File: src/rtl/mie_pkg.sv
// shared constants for the modular inverse block
`default_nettype none

package mie_pkg;

  // width of the external data fields
  localparam int FIELD_W = 32;

  // default datapath width
  localparam int DEFAULT_WIDTH = 32;

  // result status codes
  localparam logic STATUS_OK      = 1'b0;
  localparam logic STATUS_NOT_INV = 1'b1;

endpackage

`default_nettype wire

File: src/rtl/mie_div_unit.sv
// shared shift-subtract divider step with shift-add quotient times coefficient
`default_nettype none

module mie_div_unit
  import mie_pkg::*;
#(
  parameter int WIDTH = DEFAULT_WIDTH
) (
  input  wire logic [WIDTH-1:0] rem,
  input  wire logic             dvd_msb,
  input  wire logic [WIDTH-1:0] divisor,
  input  wire logic [WIDTH-1:0] acc,
  input  wire logic [WIDTH-1:0] coef,
  output logic      [WIDTH-1:0] rem_next,
  output logic                  qbit,
  output logic      [WIDTH-1:0] acc_next
);

  logic [WIDTH:0]   shifted;
  logic [WIDTH+1:0] diff;

  // bring down the next dividend bit and trial subtract
  assign shifted  = {rem, dvd_msb};
  assign diff     = {1'b0, shifted} - {2'b00, divisor};
  assign qbit     = ~diff[WIDTH+1];
  assign rem_next = qbit ? diff[WIDTH-1:0] : shifted[WIDTH-1:0];

  // accumulate quotient times coefficient, msb first
  assign acc_next = {acc[WIDTH-2:0], 1'b0} + (qbit ? coef : {WIDTH{1'b0}});

endmodule

`default_nettype wire

File: src/rtl/modular_inverse_ext_euclid_top.sv
// modular inverse by the extended euclidean algorithm, top level
//
// Usage: write the modulus through cfg_we/cfg_wdata while the block is idle
// (reset value 1). Each transaction on the input channel (in_valid, in_stall,
// value) produces one transaction on the output channel (out_valid,
// out_stall, inverse, status). status 1 means the value has no inverse
// (zero, a multiple of the modulus, a common factor, or modulus zero) and
// inverse is then 0. A modulus of one gives inverse 1.
// Only the low WIDTH bits of modulus and value are used.
// Timing: one shared bit-serial divider does all the work, one quotient bit
// per cycle. The value is first reduced modulo the modulus, then each Euclid
// step runs one further division, and the result is then moved to the output
// register.
// in_stall stays high while an item is in progress; one item at a time.
// The result sits in an output register, so a new item is accepted while a
// stalled result waits; a further result waits until the register frees.
// Reset (rst, synchronous) drops any item in progress and any pending result.
`default_nettype none

module modular_inverse_ext_euclid_top
  import mie_pkg::*;
#(
  parameter int WIDTH = DEFAULT_WIDTH
) (
  input  wire logic               clk,
  input  wire logic               rst,
  input  wire logic               cfg_we,
  input  wire logic [FIELD_W-1:0] cfg_wdata,
  input  wire logic               in_valid,
  output logic                    in_stall,
  input  wire logic [FIELD_W-1:0] value,
  output logic                    out_valid,
  input  wire logic               out_stall,
  output logic      [FIELD_W-1:0] inverse,
  output logic                    status
);

  localparam int CNT_W = $clog2(WIDTH);
  localparam logic [CNT_W-1:0] CNT_LAST = CNT_W'(WIDTH - 1);

  localparam logic [2:0] ST_IDLE  = 3'd0;
  localparam logic [2:0] ST_DIV   = 3'd1;
  localparam logic [2:0] ST_STEP  = 3'd2;
  localparam logic [2:0] ST_CHECK = 3'd3;
  localparam logic [2:0] ST_FIN   = 3'd4;

  logic [2:0]       state;
  logic [FIELD_W-1:0] modulus;
  logic [WIDTH-1:0] m;
  logic [WIDTH-1:0] r0;
  logic [WIDTH-1:0] r1;
  logic [WIDTH-1:0] u0;
  logic [WIDTH-1:0] u1;
  logic             neg;
  logic             reduce;
  logic [WIDTH-1:0] dvd;
  logic [WIDTH-1:0] rem;
  logic [WIDTH-1:0] div_d;
  logic [WIDTH-1:0] acc;
  logic [CNT_W-1:0] cnt;
  logic [WIDTH-1:0] res_inv;
  logic             res_status;

  logic [WIDTH-1:0] m_in;
  logic [WIDTH-1:0] v_in;
  logic [WIDTH-1:0] rem_next;
  logic [WIDTH-1:0] acc_next;
  logic             qbit;
  logic             in_acc;
  logic             out_free;

  assign m_in     = WIDTH'(modulus);
  assign v_in     = WIDTH'(value);
  assign in_stall = (state != ST_IDLE);
  assign in_acc   = in_valid && !in_stall;
  assign out_free = !out_valid || !out_stall;

  // configuration register
  always_ff @(posedge clk) begin
    if (rst) begin
      modulus <= FIELD_W'(1);
    end else if (cfg_we) begin
      modulus <= cfg_wdata;
    end
  end

  // shared divider step
  mie_div_unit #(
    .WIDTH (WIDTH)
  ) u_div (
    .rem      (rem),
    .dvd_msb  (dvd[WIDTH-1]),
    .divisor  (div_d),
    .acc      (acc),
    .coef     (u1),
    .rem_next (rem_next),
    .qbit     (qbit),
    .acc_next (acc_next)
  );

  // sequencer
  always_ff @(posedge clk) begin
    if (rst) begin
      state <= ST_IDLE;
    end else begin
      unique case (state)
        ST_IDLE: begin
          if (in_acc) begin
            m      <= m_in;
            r0     <= m_in;
            u0     <= '0;
            u1     <= WIDTH'(1);
            neg    <= 1'b0;
            reduce <= 1'b1;
            dvd    <= v_in;
            div_d  <= m_in;
            rem    <= '0;
            acc    <= '0;
            cnt    <= '0;
            if (m_in == WIDTH'(1)) begin
              res_inv    <= WIDTH'(1);
              res_status <= STATUS_OK;
              state      <= ST_FIN;
            end else if (m_in == '0) begin
              res_inv    <= '0;
              res_status <= STATUS_NOT_INV;
              state      <= ST_FIN;
            end else begin
              state <= ST_DIV;
            end
          end
        end
        ST_DIV: begin
          rem <= rem_next;
          acc <= acc_next;
          dvd <= {dvd[WIDTH-2:0], 1'b0};
          cnt <= cnt + CNT_W'(1);
          if (cnt == CNT_LAST) begin
            state <= ST_STEP;
          end
        end
        ST_STEP: begin
          // take remainder, and for a Euclid step also the coefficient
          r1 <= rem;
          if (!reduce) begin
            r0  <= r1;
            u0  <= u1;
            u1  <= acc + u0;
            neg <= !neg;
          end
          reduce <= 1'b0;
          state  <= ST_CHECK;
        end
        ST_CHECK: begin
          if (r1 == '0) begin
            res_inv    <= '0;
            res_status <= STATUS_NOT_INV;
            state      <= ST_FIN;
          end else if (r1 == WIDTH'(1)) begin
            res_inv    <= neg ? (m - u1) : u1;
            res_status <= STATUS_OK;
            state      <= ST_FIN;
          end else begin
            dvd   <= r0;
            div_d <= r1;
            rem   <= '0;
            acc   <= '0;
            cnt   <= '0;
            state <= ST_DIV;
          end
        end
        ST_FIN: begin
          if (out_free) begin
            state <= ST_IDLE;
          end
        end
        default: begin
          state <= ST_IDLE;
        end
      endcase
    end
  end

  // output register
  always_ff @(posedge clk) begin
    if (rst) begin
      out_valid <= 1'b0;
    end else if (state == ST_FIN && out_free) begin
      out_valid <= 1'b1;
    end else if (!out_stall) begin
      out_valid <= 1'b0;
    end
  end

  always_ff @(posedge clk) begin
    if (state == ST_FIN && out_free) begin
      inverse <= FIELD_W'(res_inv);
      status  <= res_status;
    end
  end

  // checks
  a_fail_zero: assert property (@(posedge clk) disable iff (rst)
    out_valid && status == STATUS_NOT_INV |-> inverse == '0)
    else $error("not invertible result carries a nonzero inverse");

  a_busy_after_accept: assert property (@(posedge clk) disable iff (rst)
    in_valid && !in_stall |=> in_stall)
    else $error("input not held off after a transaction");

  a_div_nonzero: assert property (@(posedge clk) disable iff (rst)
    state == ST_DIV |-> div_d != '0)
    else $error("divider running with a zero divisor");

  a_fin_to_out: assert property (@(posedge clk) disable iff (rst)
    state == ST_FIN && out_free |=> out_valid && state == ST_IDLE)
    else $error("finished result not moved to the output register");

endmodule

`default_nettype wire
File: config.mk
export PLATFORM = sky130hd
export DESIGN_NAME = modular_inverse_ext_euclid_top
export DESIGN_NICKNAME = d
export VERILOG_FILES = /design/src/rtl/mie_pkg.sv /design/src/rtl/mie_div_unit.sv /design/src/rtl/modular_inverse_ext_euclid_top.sv
export SDC_FILE = /design/constraint.sdc
export NUM_CORES = 1
export LEC_CHECK = 0
export BUFFER_PORTS_ARGS = -buffer_cell sky130_fd_sc_hd__clkbuf_2
export CORE_MARGIN = 2
export CORE_UTILIZATION = 55
export CTS_CLUSTER_SIZE = 16
export DETAILED_ROUTE_END_ITERATION = 10
export PLACE_DENSITY = 0.75
export RECOVER_POWER = 25
export SLEW_MARGIN = 20
export SYNTH_ARGS = -nofsm -noshare
export SYNTH_HDL_FRONTEND = slang
export SYNTH_SLANG_ARGS = --single-unit
File: constraint.sdc
create_clock -name clk -period 9.17 [get_ports clk]
set_input_delay 0.4585 -clock clk [delete_from_list [all_inputs] [get_ports clk]]
set_output_delay 0.4585 -clock clk [all_outputs]
set_load 0.02 [all_outputs]
==> results of run 1 <==
routing by layer:
metal,wire length (microns),share of wire [%]
met1,23500,44
met2,25300,47
met3,3260,6.1
met4,1760,3.3
met5,0,0
flip-flops by register name, summed over array words and instances, names as in the netlist, 3 cells and up:
register,cells
acc,32
rem,32
r0,32
state,3
r1,32
u1,32
res_inv,32
dvd,32
u0,32
inverse,32
div_d,32
m,32
cnt,5
m_in,32
final timing paths:
check / startpoint / end / slack [ps] / cells after the start
max: rem[5] / acc[31] / 3320 / 20
min: cfg_wdata[19] / m_in[19] / 130 / 3
max reg2reg: rem[5] / acc[31] / 3320 / 20
min reg2reg: res_inv[4] / inverse[4] / 420 / 0
metrics by stage:
stage | instance area (sq um) | instances | worst slack [ps] | total power (uW)
floorplan | 22000 | 2048 | 239 | 2880
finish | 24500 | 2696 | 3320 | 4830
CTS | 24500 | 2695 | 3390 | 4840
global route | 24500 | 2696 | 2890 | 5030
detailed placement | 23100 | 2615 | 3440 | 3100
global placement | 23100 | 2615 | 3750 | 3080
cell families (layout without fill, tap and decap cells):
family	count (synthesis)	after routing	synth area share [%]
AOI/OAI and AO/OA	424	424	12.4
xor gates and xnor gates	93	93	3.70
adders and majority gates	130	130	7.53
buffers and inverters	181	304	3.15
DFF	397	397	52.5
muxes	135	135	6.32
and+or+nand+nor	688	688	14.4
cell type report:
| class | count | area share (%) |
|---|---|---|
| Sequential cell | 397 | 47.2 |
| Clock inverter | 18 | 0.771 |
| Clock buffer | 62 | 5.06 |
| Inverter | 98 | 1.50 |
| Timing Repair Buffer | 126 | 2.69 |
| Tap cell | 525 | 2.68 |
| Multi-Input combinational cell | 1470 | 40.1 |
layout by cell type (no fill, tap or decap), drive strengths merged, types with 8 or more instances in the layout:
| master | count |
|---|---|
| nor3b | 10 |
| mux2 | 31 |
| nor4 | 19 |
| and3 | 16 |
| ha | 126 |
| buf | 21 |
| inv | 99 |
| edfxtp | 361 |
| a21oi | 115 |
| o21ai | 113 |
| clkinv | 12 |
| and4 | 8 |
| nand4 | 18 |
| nor2 | 225 |
| clkbuf | 167 |
| nand3 | 38 |
| xor2 | 31 |
| and2 | 11 |
| a31oi | 16 |
| o21a | 18 |
| mux2i | 104 |
| nor3 | 65 |
| o21bai | 12 |
| a21o | 71 |
| or3 | 9 |
| dfxtp | 36 |
| a211oi | 15 |
| nor2b | 21 |
| xnor2 | 62 |
| nand2b | 29 |
| nand2 | 204 |
power breakdown:
part	leakage, uW	switching [uW]	internal (uW)	total, uW
clock	0.000696	721	1030	1750
combinational	0.00544	553	360	913
sequential	0.00371	68.3	2100	2170
total	0.00985	1340	3490	4830
worst min-delay path, cell delays in order:
cell      delay, ps
clkbuf_2         70
mux2i_1          60
nor2_1           70
==> results by group, run 1 <==
Status
  • Status: complete, but fails checks
  • Failing checks: capacitance limit, slew limit

Layout
  • Ratio of cells with drive above 1 in the final layout: 9.67%
  • Layout net count: 2335
  • Sequential cell area: 0.0116 sq mm
  • Ant diodes: 0
  • # fillers: 3237
  • Multi-input gate area: 0.00983 sq mm
  • P&R area growth vs syn: 11.3%
  • Final Core Density: 61.8%

Logic synthesis
  • Post-synth top cells: edfxtp_1 (361), nor2_1 (225), nand2_1 (204), ha_1 (126), a21oi_1 (114)
  • Post-synth EDFFs: 361
  • Avg Cell Area, Syn: 10.7 sq um
  • Post-Synthesis Cells: 2048
  • Synth Flop Type: edfxtp_1
  • Post-synth top area share: 49.2%
  • Most frequent cell after synthesis: edfxtp_1
  • Ys Warns: 0
  • Synth unique cells: 74
  • Netlist Area Pre-Place: 0.0220 sq mm
  • Area leader, netlist: edfxtp_1
  • Syn_nets: 2247
  • Register area share after synthesis: 52.5%
  • Leading post-synthesis cells by cell area: edfxtp_1 (49%), ha_1 (7.2%), mux2i_1 (4.7%), nor2_1 (3.8%), nand2_1 (3.5%)
  • Post-synth ARST share: 0%
  • FF+latch count, synth: 397

Timing
  • Crit share post-route: 63.8%
  • RSZ-0062 raised after global routing: no
  • Worst-Margin Slew: 3200 ps
  • Peak Freq: 171 MHz
  • Tightest hold margin: 126 ps
  • Total negative slack: 0 ps
  • Hold Vio Cnt, Final: 0
  • Clock Skew: 24.9 ps
  • Finish-stage setup viols: 0
  • Slew headroom: -113%
  • Max Transition Viols Final: 84
  • Fin crit period: 5850 ps

Global route
  • Grt met2 use: 43.5%
  • First-pass GRT wire length: 84300 microns
  • All-layer global routing usage: 26.0%
  • Most crowded layer after global routing: met2
  • GR Overflow Total: 0
  • GR Util met3: 3.09%
  • Antenna violations before repair: 0
  • Largest net degree at the start of global routing: 73
  • Vias in the first global route: 15.7k
  • Met1 Use GR: 35.0%

Min path
  • Worst hold path type: primary input to flop

Routing
  • Antenna viol nets, final: 0
  • Final WL: 53900 microns
  • DR vias: 16.1k
  • Number of remaining DRC errors: 0
  • Initial drt markers: 1299
  • Per-cell routed wire length: 20.0 microns
  • Avg Vias per Cell: 5.97
  • Drt pass-1 iters: 6

Clock tree
  • Clock Sinks: 397
  • CTS hold repair buffers: 0
  • Clk slew on worst S/H paths: 60 ps
  • CTS tree: built
  • Worst-Skew Late Latency: 570 ps
  • # H-tree levels: 2
  • Post-CTS Setup Repair Bufs: 0
  • Clk buf depth: 3
  • Num CTS Buffers: 43
  • CTS-repair resized insts: 0
  • Root Driver: clkbuf_16

Die
  • Io pins: 104
  • Starting density of the core: 55.5%
  • Chip Height: 204 microns
  • Core Rows: 73
  • Die area: 0.0416 sq mm
  • DIE WIDTH: 204 microns
  • Core Region: 0.0396 sq mm

Critical path
  • CP max-delay cell: a2111oi_0
  • Crit-path cells: ha_1 -> a211oi_1 -> o22ai_1 -> nand2b_1 -> a21oi_1 -> or4b_1 -> a21oi_4 -> buf_4 -> nor3_1 -> ha_1 -> a21oi_1 -> o211ai_1 -> a2111oi_0 -> a211oi_1 -> o211ai_1 -> nand2_1 -> and4_1 -> o221ai_1 -> xnor2_1 -> nor2_1
  • CP startpoint kind: flop
  • Kind of critical path: flop to flop
  • Largest stage delay, worst path: 610 ps
  • Peak fanout along the critical path: 37
  • Buffers and inverters on the worst path: 1
  • WP data required: 9470 ps
  • Critical path endpoint category: flop
  • CP top delay family: compound AO/OA/AOI/OAI gates
  • Signal arrival time at the worst endpoint: 6150 ps

Power
  • Lkg Pwr: 0.00985 uW
  • Pwr Density: 197 mW/mm^2
  • Worst VDD drop: 0.152 mV

Placed design
  • DP HPWL: 38000 microns
  • Final GP Congestion: 0.895
  • Buffers on Ports: 103

Job
  • MaxCap Viol Count: 2
(Power assumes the default switching activity.)
==> run 2, diff against run 1 <==
- PLACE_DENSITY: 0.75 -> 0.73
- clock period: 9.17 -> 5.7 ns (I/O delays scaled with it)
==> run 2 against run 1 <==
  * Non-clock buffer count increased by 64
  * Sequential share of layout area decreased by 1.2 points
  * Count of clock-buffer cells in the layout increased by 6
  * Die area unchanged
  * First-iteration DRC count increased by 14%
  * Via count increased by 1.6%
  * Global-route usage increased by 1.2 points
  * Sequential power increased by 61%
  * Highest routed layer unchanged
  * Combinational power increased by 68%
  * The flow still finishes with violations (capacitance limit, slew limit)
  * Worst setup slack got worse by 2900 ps
  * Critical path type unchanged
==> results by group, run 2 (synthesis results as in run 1) <==
Power
  • Lkg Pwr: 0.0101 uW
  • Worst VDD drop: 0.247 mV
  • Pwr Density: 311 mW/mm^2
  • Design Power: 7820 uW

Timing
  • Peak Freq: 189 MHz
  • Hold Vio Cnt, Final: 0
  • Worst-Margin Slew: 3300 ps
  • Max Transition Viols Final: 83
  • Tightest hold margin: 16.8 ps
  • Finish-stage setup viols: 0
  • Clock Skew: 17.5 ps
  • Slew headroom: -120%
  • Crit share post-route: 92.8%
  • Fin crit period: 5290 ps
  • Total negative slack: 0 ps
  • RSZ-0062 raised after global routing: no

Critical path
  • CP startpoint kind: flop
  • Kind of critical path: flop to flop
  • Critical path endpoint category: flop
  • CP top delay family: compound AO/OA/AOI/OAI gates
  • CP max-delay cell: or4b_1
  • WP data required: 6000 ps
  • Largest stage delay, worst path: 590 ps
  • Buffers and inverters on the worst path: 1
  • Crit-path cells: ha_1 -> a41oi_1 -> o22ai_1 -> nand2b_1 -> a21oi_1 -> or4b_1 -> a21oi_4 -> buf_12 -> nor3_1 -> ha_1 -> fa_1 -> a21oi_1 -> o211ai_1 -> nand3_1 -> a211oi_1 -> o211ai_1 -> nand2_1 -> and4_1 -> o221ai_1 -> xnor2_1 -> nor2_1
  • Signal arrival time at the worst endpoint: 5590 ps
  • Peak fanout along the critical path: 7

Placed design
  • DP HPWL: 38900 microns
  • Placed Instances: 2622
  • Final GP Congestion: 0.912
  • Buffers on Ports: 103

Routing
  • DR vias: 16.4k
  • Met2 Wirelength: 26400 microns
  • Number of remaining DRC errors: 0
  • Per-cell routed wire length: 20.3 microns
  • Avg Vias per Cell: 5.93
  • Drt pass-1 iters: 5
  • Met3 WL: 3100 microns
  • Initial drt markers: 1485
  • Final WL: 56000 microns
  • Antenna viol nets, final: 0
  • DR top layer: met4
  • Post-Route M1 WL: 24300 microns

Global route
  • First-pass GRT wire length: 87700 microns
  • Vias in the first global route: 16.3k
  • Antenna violations before repair: 1
  • All-layer global routing usage: 27.2%
  • Largest net degree at the start of global routing: 65
  • GR Overflow Total: 0

Status
  • Failing checks: capacitance limit, slew limit
  • Status: complete, but fails checks

Clock tree
  • Root Driver: clkbuf_16
  • Num CTS Buffers: 43
  • Worst-Skew Late Latency: 580 ps
  • CTS tree: built
  • Clk slew on worst S/H paths: 60 ps
  • Clock Sinks: 397
  • Clk buf depth: 3
  • # H-tree levels: 2

Die
  • DIE WIDTH: 204 microns
  • Chip Height: 204 microns
  • Io pins: 104
  • Core Region: 0.0396 sq mm
  • Core Rows: 73
  • Die area: 0.0416 sq mm
  • Starting density of the core: 55.5%

Layout
  • Most common cell after layout, fill and taps aside: edfxtp_1
  • Commonest non-fill, non-tap cells in the layout: edfxtp_1 (361), nor2_1 (224), nand2_1 (204), ha_1 (126), a21oi_1 (113)
  • Post-Layout Cell Count: 2760
  • # fillers: 3223
  • P&R area growth vs syn: 14.1%
  • Layout net count: 2399
  • Ratio of cells with drive above 1 in the final layout: 9.67%

Job
  • MaxCap Viol Count: 2

Min path
  • Worst hold path type: primary input to flop
run 2: cell count changes in the layout (fill, tap and decap cells not counted), sizes merged, moves of 2 or more:
cell         delta
clkinvlp        -2
clkbuf          +6
clkinv          -3
dlygate4sd3    +54
buf            +10
run 2: layout make-up:
class / instances / area, sq um / share of cell area (%)
timing repair buffer: 190 / 1290 / 5.12
clock buffer: 68 / 1300 / 5.19
tap: 525 / 657 / 2.62
multi-input combinational: 1470 / 9840 / 39.2
inverter: 98 / 368 / 1.46
antenna: 1 / 2.50 / 0.00996
clock inverter: 11 / 101 / 0.404
sequential: 397 / 11600 / 46.0
run 2: worst paths after layout:
path,end,startpoint,slack [ps],cells past startpoint
setup / recovery,acc[31],rem[4],410,21
hold / removal,dvd[1],value[1],20,3
setup reg to reg,acc[31],rem[4],410,21
hold reg to reg,inverse[10],res_inv[10],420,0
run 2: where the power goes:
| group | internal, uW | total [uW] | switching [uW] |
|---|---|---|---|
| Sequential | 3380 | 3490 | 111 |
| Combinational | 617 | 1530 | 910 |
| Clock | 1650 | 2800 | 1150 |
| Total | 5650 | 7820 | 2170 |
run 2: worst register-to-register path, cell delays in order (launching register included):
cell	delay (ps)
edfxtp_1	420
ha_1	410
a41oi_1	230
o22ai_1	150
nand2b_1	150
a21oi_1	90
or4b_1	600
a21oi_4	310
buf_12	160
nor3_1	50
ha_1	240
fa_1	420
a21oi_1	250
o211ai_1	150
nand3_1	170
a211oi_1	130
o211ai_1	330
nand2_1	130
and4_1	230
o221ai_1	200
xnor2_1	140
nor2_1	50
run 2: per-stage QoR:
stage	util [%]	area, sq um	setup WS (ps)
after floorplan	-	22000	414
after global placement	58.4	23200	446
after detailed placement	58.4	23200	354
after CTS	63.3	25100	335
after global routing	63.4	25100	62.6
final	63.4	25100	409
run 2: metal layers:
metal / up-vias / track usage [%]
li1: 7801 / -
met1: 7894 / 36.1
met2: 527 / 45.2
met3: 142 / 3.71
met4: 0 / 10.9
met5: - / 0
run 2: what timing repair did:
item	4_1_cts	5_1_grt
endpoints found under the hold margin	54	0
endpoints found under the setup margin	0	2
gates resized for setup	0	1
hold buffers	54	0
setup buffers	0	3
==> run 3, diff against run 2 <==
- HOLD_SLACK_MARGIN: unset -> 0.05
==> run 3 against run 2 <==
  * The run still ends with capacitance limit, slew limit left
  * Global-route usage about the same
  * Total power about the same
  * Register-to-register slack about the same
  * Core utilization up 0.23 points
  * Non-clock buffer count up 9
  * Combinational power about the same
  * Worst setup slack worse by 1.3 ps
  * Routed wire length up 0.16%
  * Critical path depth unchanged
  * Final cell count up 0.33%
  * Critical path type unchanged
  * Largest cell class unchanged
  * Largest power group unchanged
==> results by group, run 3 (synthesis results as in run 1) <==
Routing
  • Per-cell routed wire length: 20.3 microns
  • Final WL: 56100 microns
  • Number of remaining DRC errors: 0
  • Initial drt markers: 1479
  • Drt pass-1 iters: 5
  • DR vias: 16.4k
  • Antenna viol nets, final: 0
  • Avg Vias per Cell: 5.92

Global route
  • First-pass GRT wire length: 87800 microns
  • Vias in the first global route: 16.3k
  • All-layer global routing usage: 27.2%
  • Largest net degree at the start of global routing: 65
  • GR Overflow Total: 0
  • Antenna violations before repair: 1

Die
  • Die area: 0.0416 sq mm
  • DIE WIDTH: 204 microns
  • Core Region: 0.0396 sq mm
  • Io pins: 104
  • Starting density of the core: 55.5%
  • Chip Height: 204 microns
  • Core Rows: 73

Critical path
  • Kind of critical path: flop to flop
  • WP data required: 6000 ps
  • CP startpoint kind: flop
  • Worst reg2reg path endpoint: acc[31]
  • CP startpoint: rem[4]
  • FF-to-FF Start: rem[4]
  • FF-to-FF setup slack: 410 ps
  • Signal arrival time at the worst endpoint: 5600 ps
  • Critical path endpoint category: flop
  • Peak fanout along the critical path: 7
  • Reg2reg path depth: 21

Layout
  • Design area: 0.0252 sq mm
  • Post-Layout Cell Count: 2769
  • Final Core Density: 63.6%
  • Ratio of cells with drive above 1 in the final layout: 9.63%
  • # fillers: 3219
  • Commonest non-fill, non-tap cells in the layout: edfxtp_1 (361), nor2_1 (224), nand2_1 (204), ha_1 (126), a21oi_1 (113)
  • Layout net count: 2408
  • Most common cell after layout, fill and taps aside: edfxtp_1
  • P&R area growth vs syn: 14.5%

Timing
  • Peak Freq: 189 MHz
  • Total negative slack: 0 ps
  • Worst-Margin Slew: 3320 ps
  • RSZ-0062 raised after global routing: no
  • Finish-stage setup viols: 0
  • Crit share post-route: 92.9%
  • Max Transition Viols Final: 83
  • Slew headroom: -121%
  • Clock Skew: 15.7 ps
  • Fin crit period: 5290 ps
  • Hold Vio Cnt, Final: 0

Clock tree
  • Root Driver: clkbuf_16
  • # H-tree levels: 2
  • Clock Sinks: 397
  • Worst-Skew Late Latency: 580 ps
  • Num CTS Buffers: 43
  • CTS tree: built
  • Clk slew on worst S/H paths: 60 ps
  • Clk buf depth: 3

Placed design
  • DP HPWL: 38900 microns
  • Cell Area, Placed: 0.0232 sq mm
  • Placed Instances: 2622
  • Buffers on Ports: 103
  • Final GP Congestion: 0.912

Job
  • MaxCap Viol Count: 2

Status
  • Failing checks: capacitance limit, slew limit
  • Status: complete, but fails checks

Power
  • Worst VDD drop: 0.247 mV
  • Pwr Density: 310 mW/mm^2
  • Design Power: 7820 uW
  • Lkg Pwr: 0.0102 uW

Min path
  • Hold Startpoint: value[0]
  • WHS Path Cells: 3
  • Hold Path Sink: dvd[0]
  • Worst hold path type: primary input to flop
==> run 3: area by class of cell <==
cell class	count	area [sq um]	share of cell area, %
repair buffers	199	1380	5.46
clock buffers	68	1300	5.17
flip-flops and latches	397	11600	45.9
multi-input cells	1470	9840	39.0
clock inverters	11	101	0.402
diodes	1	2.50	0.00993
inverters	98	368	1.46
well taps	525	657	2.61
==> run 3: report_power, final <==
group	switching, uW	internal (uW)
clock network	1150	1650
logic	910	621
registers	110	3380
==> run 3: worst max path at each step <==
stage	end	slack (ps)	depth (start not counted)
3_3_place_gp	acc[31]	450	20
2_1_floorplan	acc[0]	410	5
3_5_place_dp	acc[31]	350	20
5_1_grt	acc[31]	60	21
4_1_cts	acc[31]	330	20
6_report	acc[31]	410	21
==> run 3: repair_timing <==
item | 4_1_cts | 5_1_grt
hold buffers | 63 | 0
buffers inserted | 0 | 3
hold endpoints to repair | 63 | 0
endpoints found under the setup margin | 0 | 2
gates resized for setup | 0 | 1
==> run 3: worst max-delay path, cell delays in order (launching register included) <==
cell      delay [ps]
edfxtp_1         430
ha_1             410
a41oi_1          230
o22ai_1          160
nand2b_1         140
a21oi_1           90
or4b_1           600
a21oi_4          310
buf_12           160
nor3_1            50
ha_1             240
fa_1             420
a21oi_1          250
o211ai_1         150
nand3_1          180
a211oi_1         140
o211ai_1         330
nand2_1          130
and4_1           230
o221ai_1         200
xnor2_1          140
nor2_1            50
==> run 3: metal layers <==
metal  GRT usage (%)  up-vias  part of all wire (%)
li1                -     7807                     -
met3            3.71      135                   6.0
met2            45.1      544                    47
met1            36.3     7911                    43
met5               0        -                     0
met4            11.1        0                   4.0
==> run 3: through the flow <==
step                worst slack, ps  hold slack, ps
floorplan                       414             400
global placement                446             400
detailed placement              354             405
CTS                             335            96.6
global route                   61.8             116
finish                          407             142
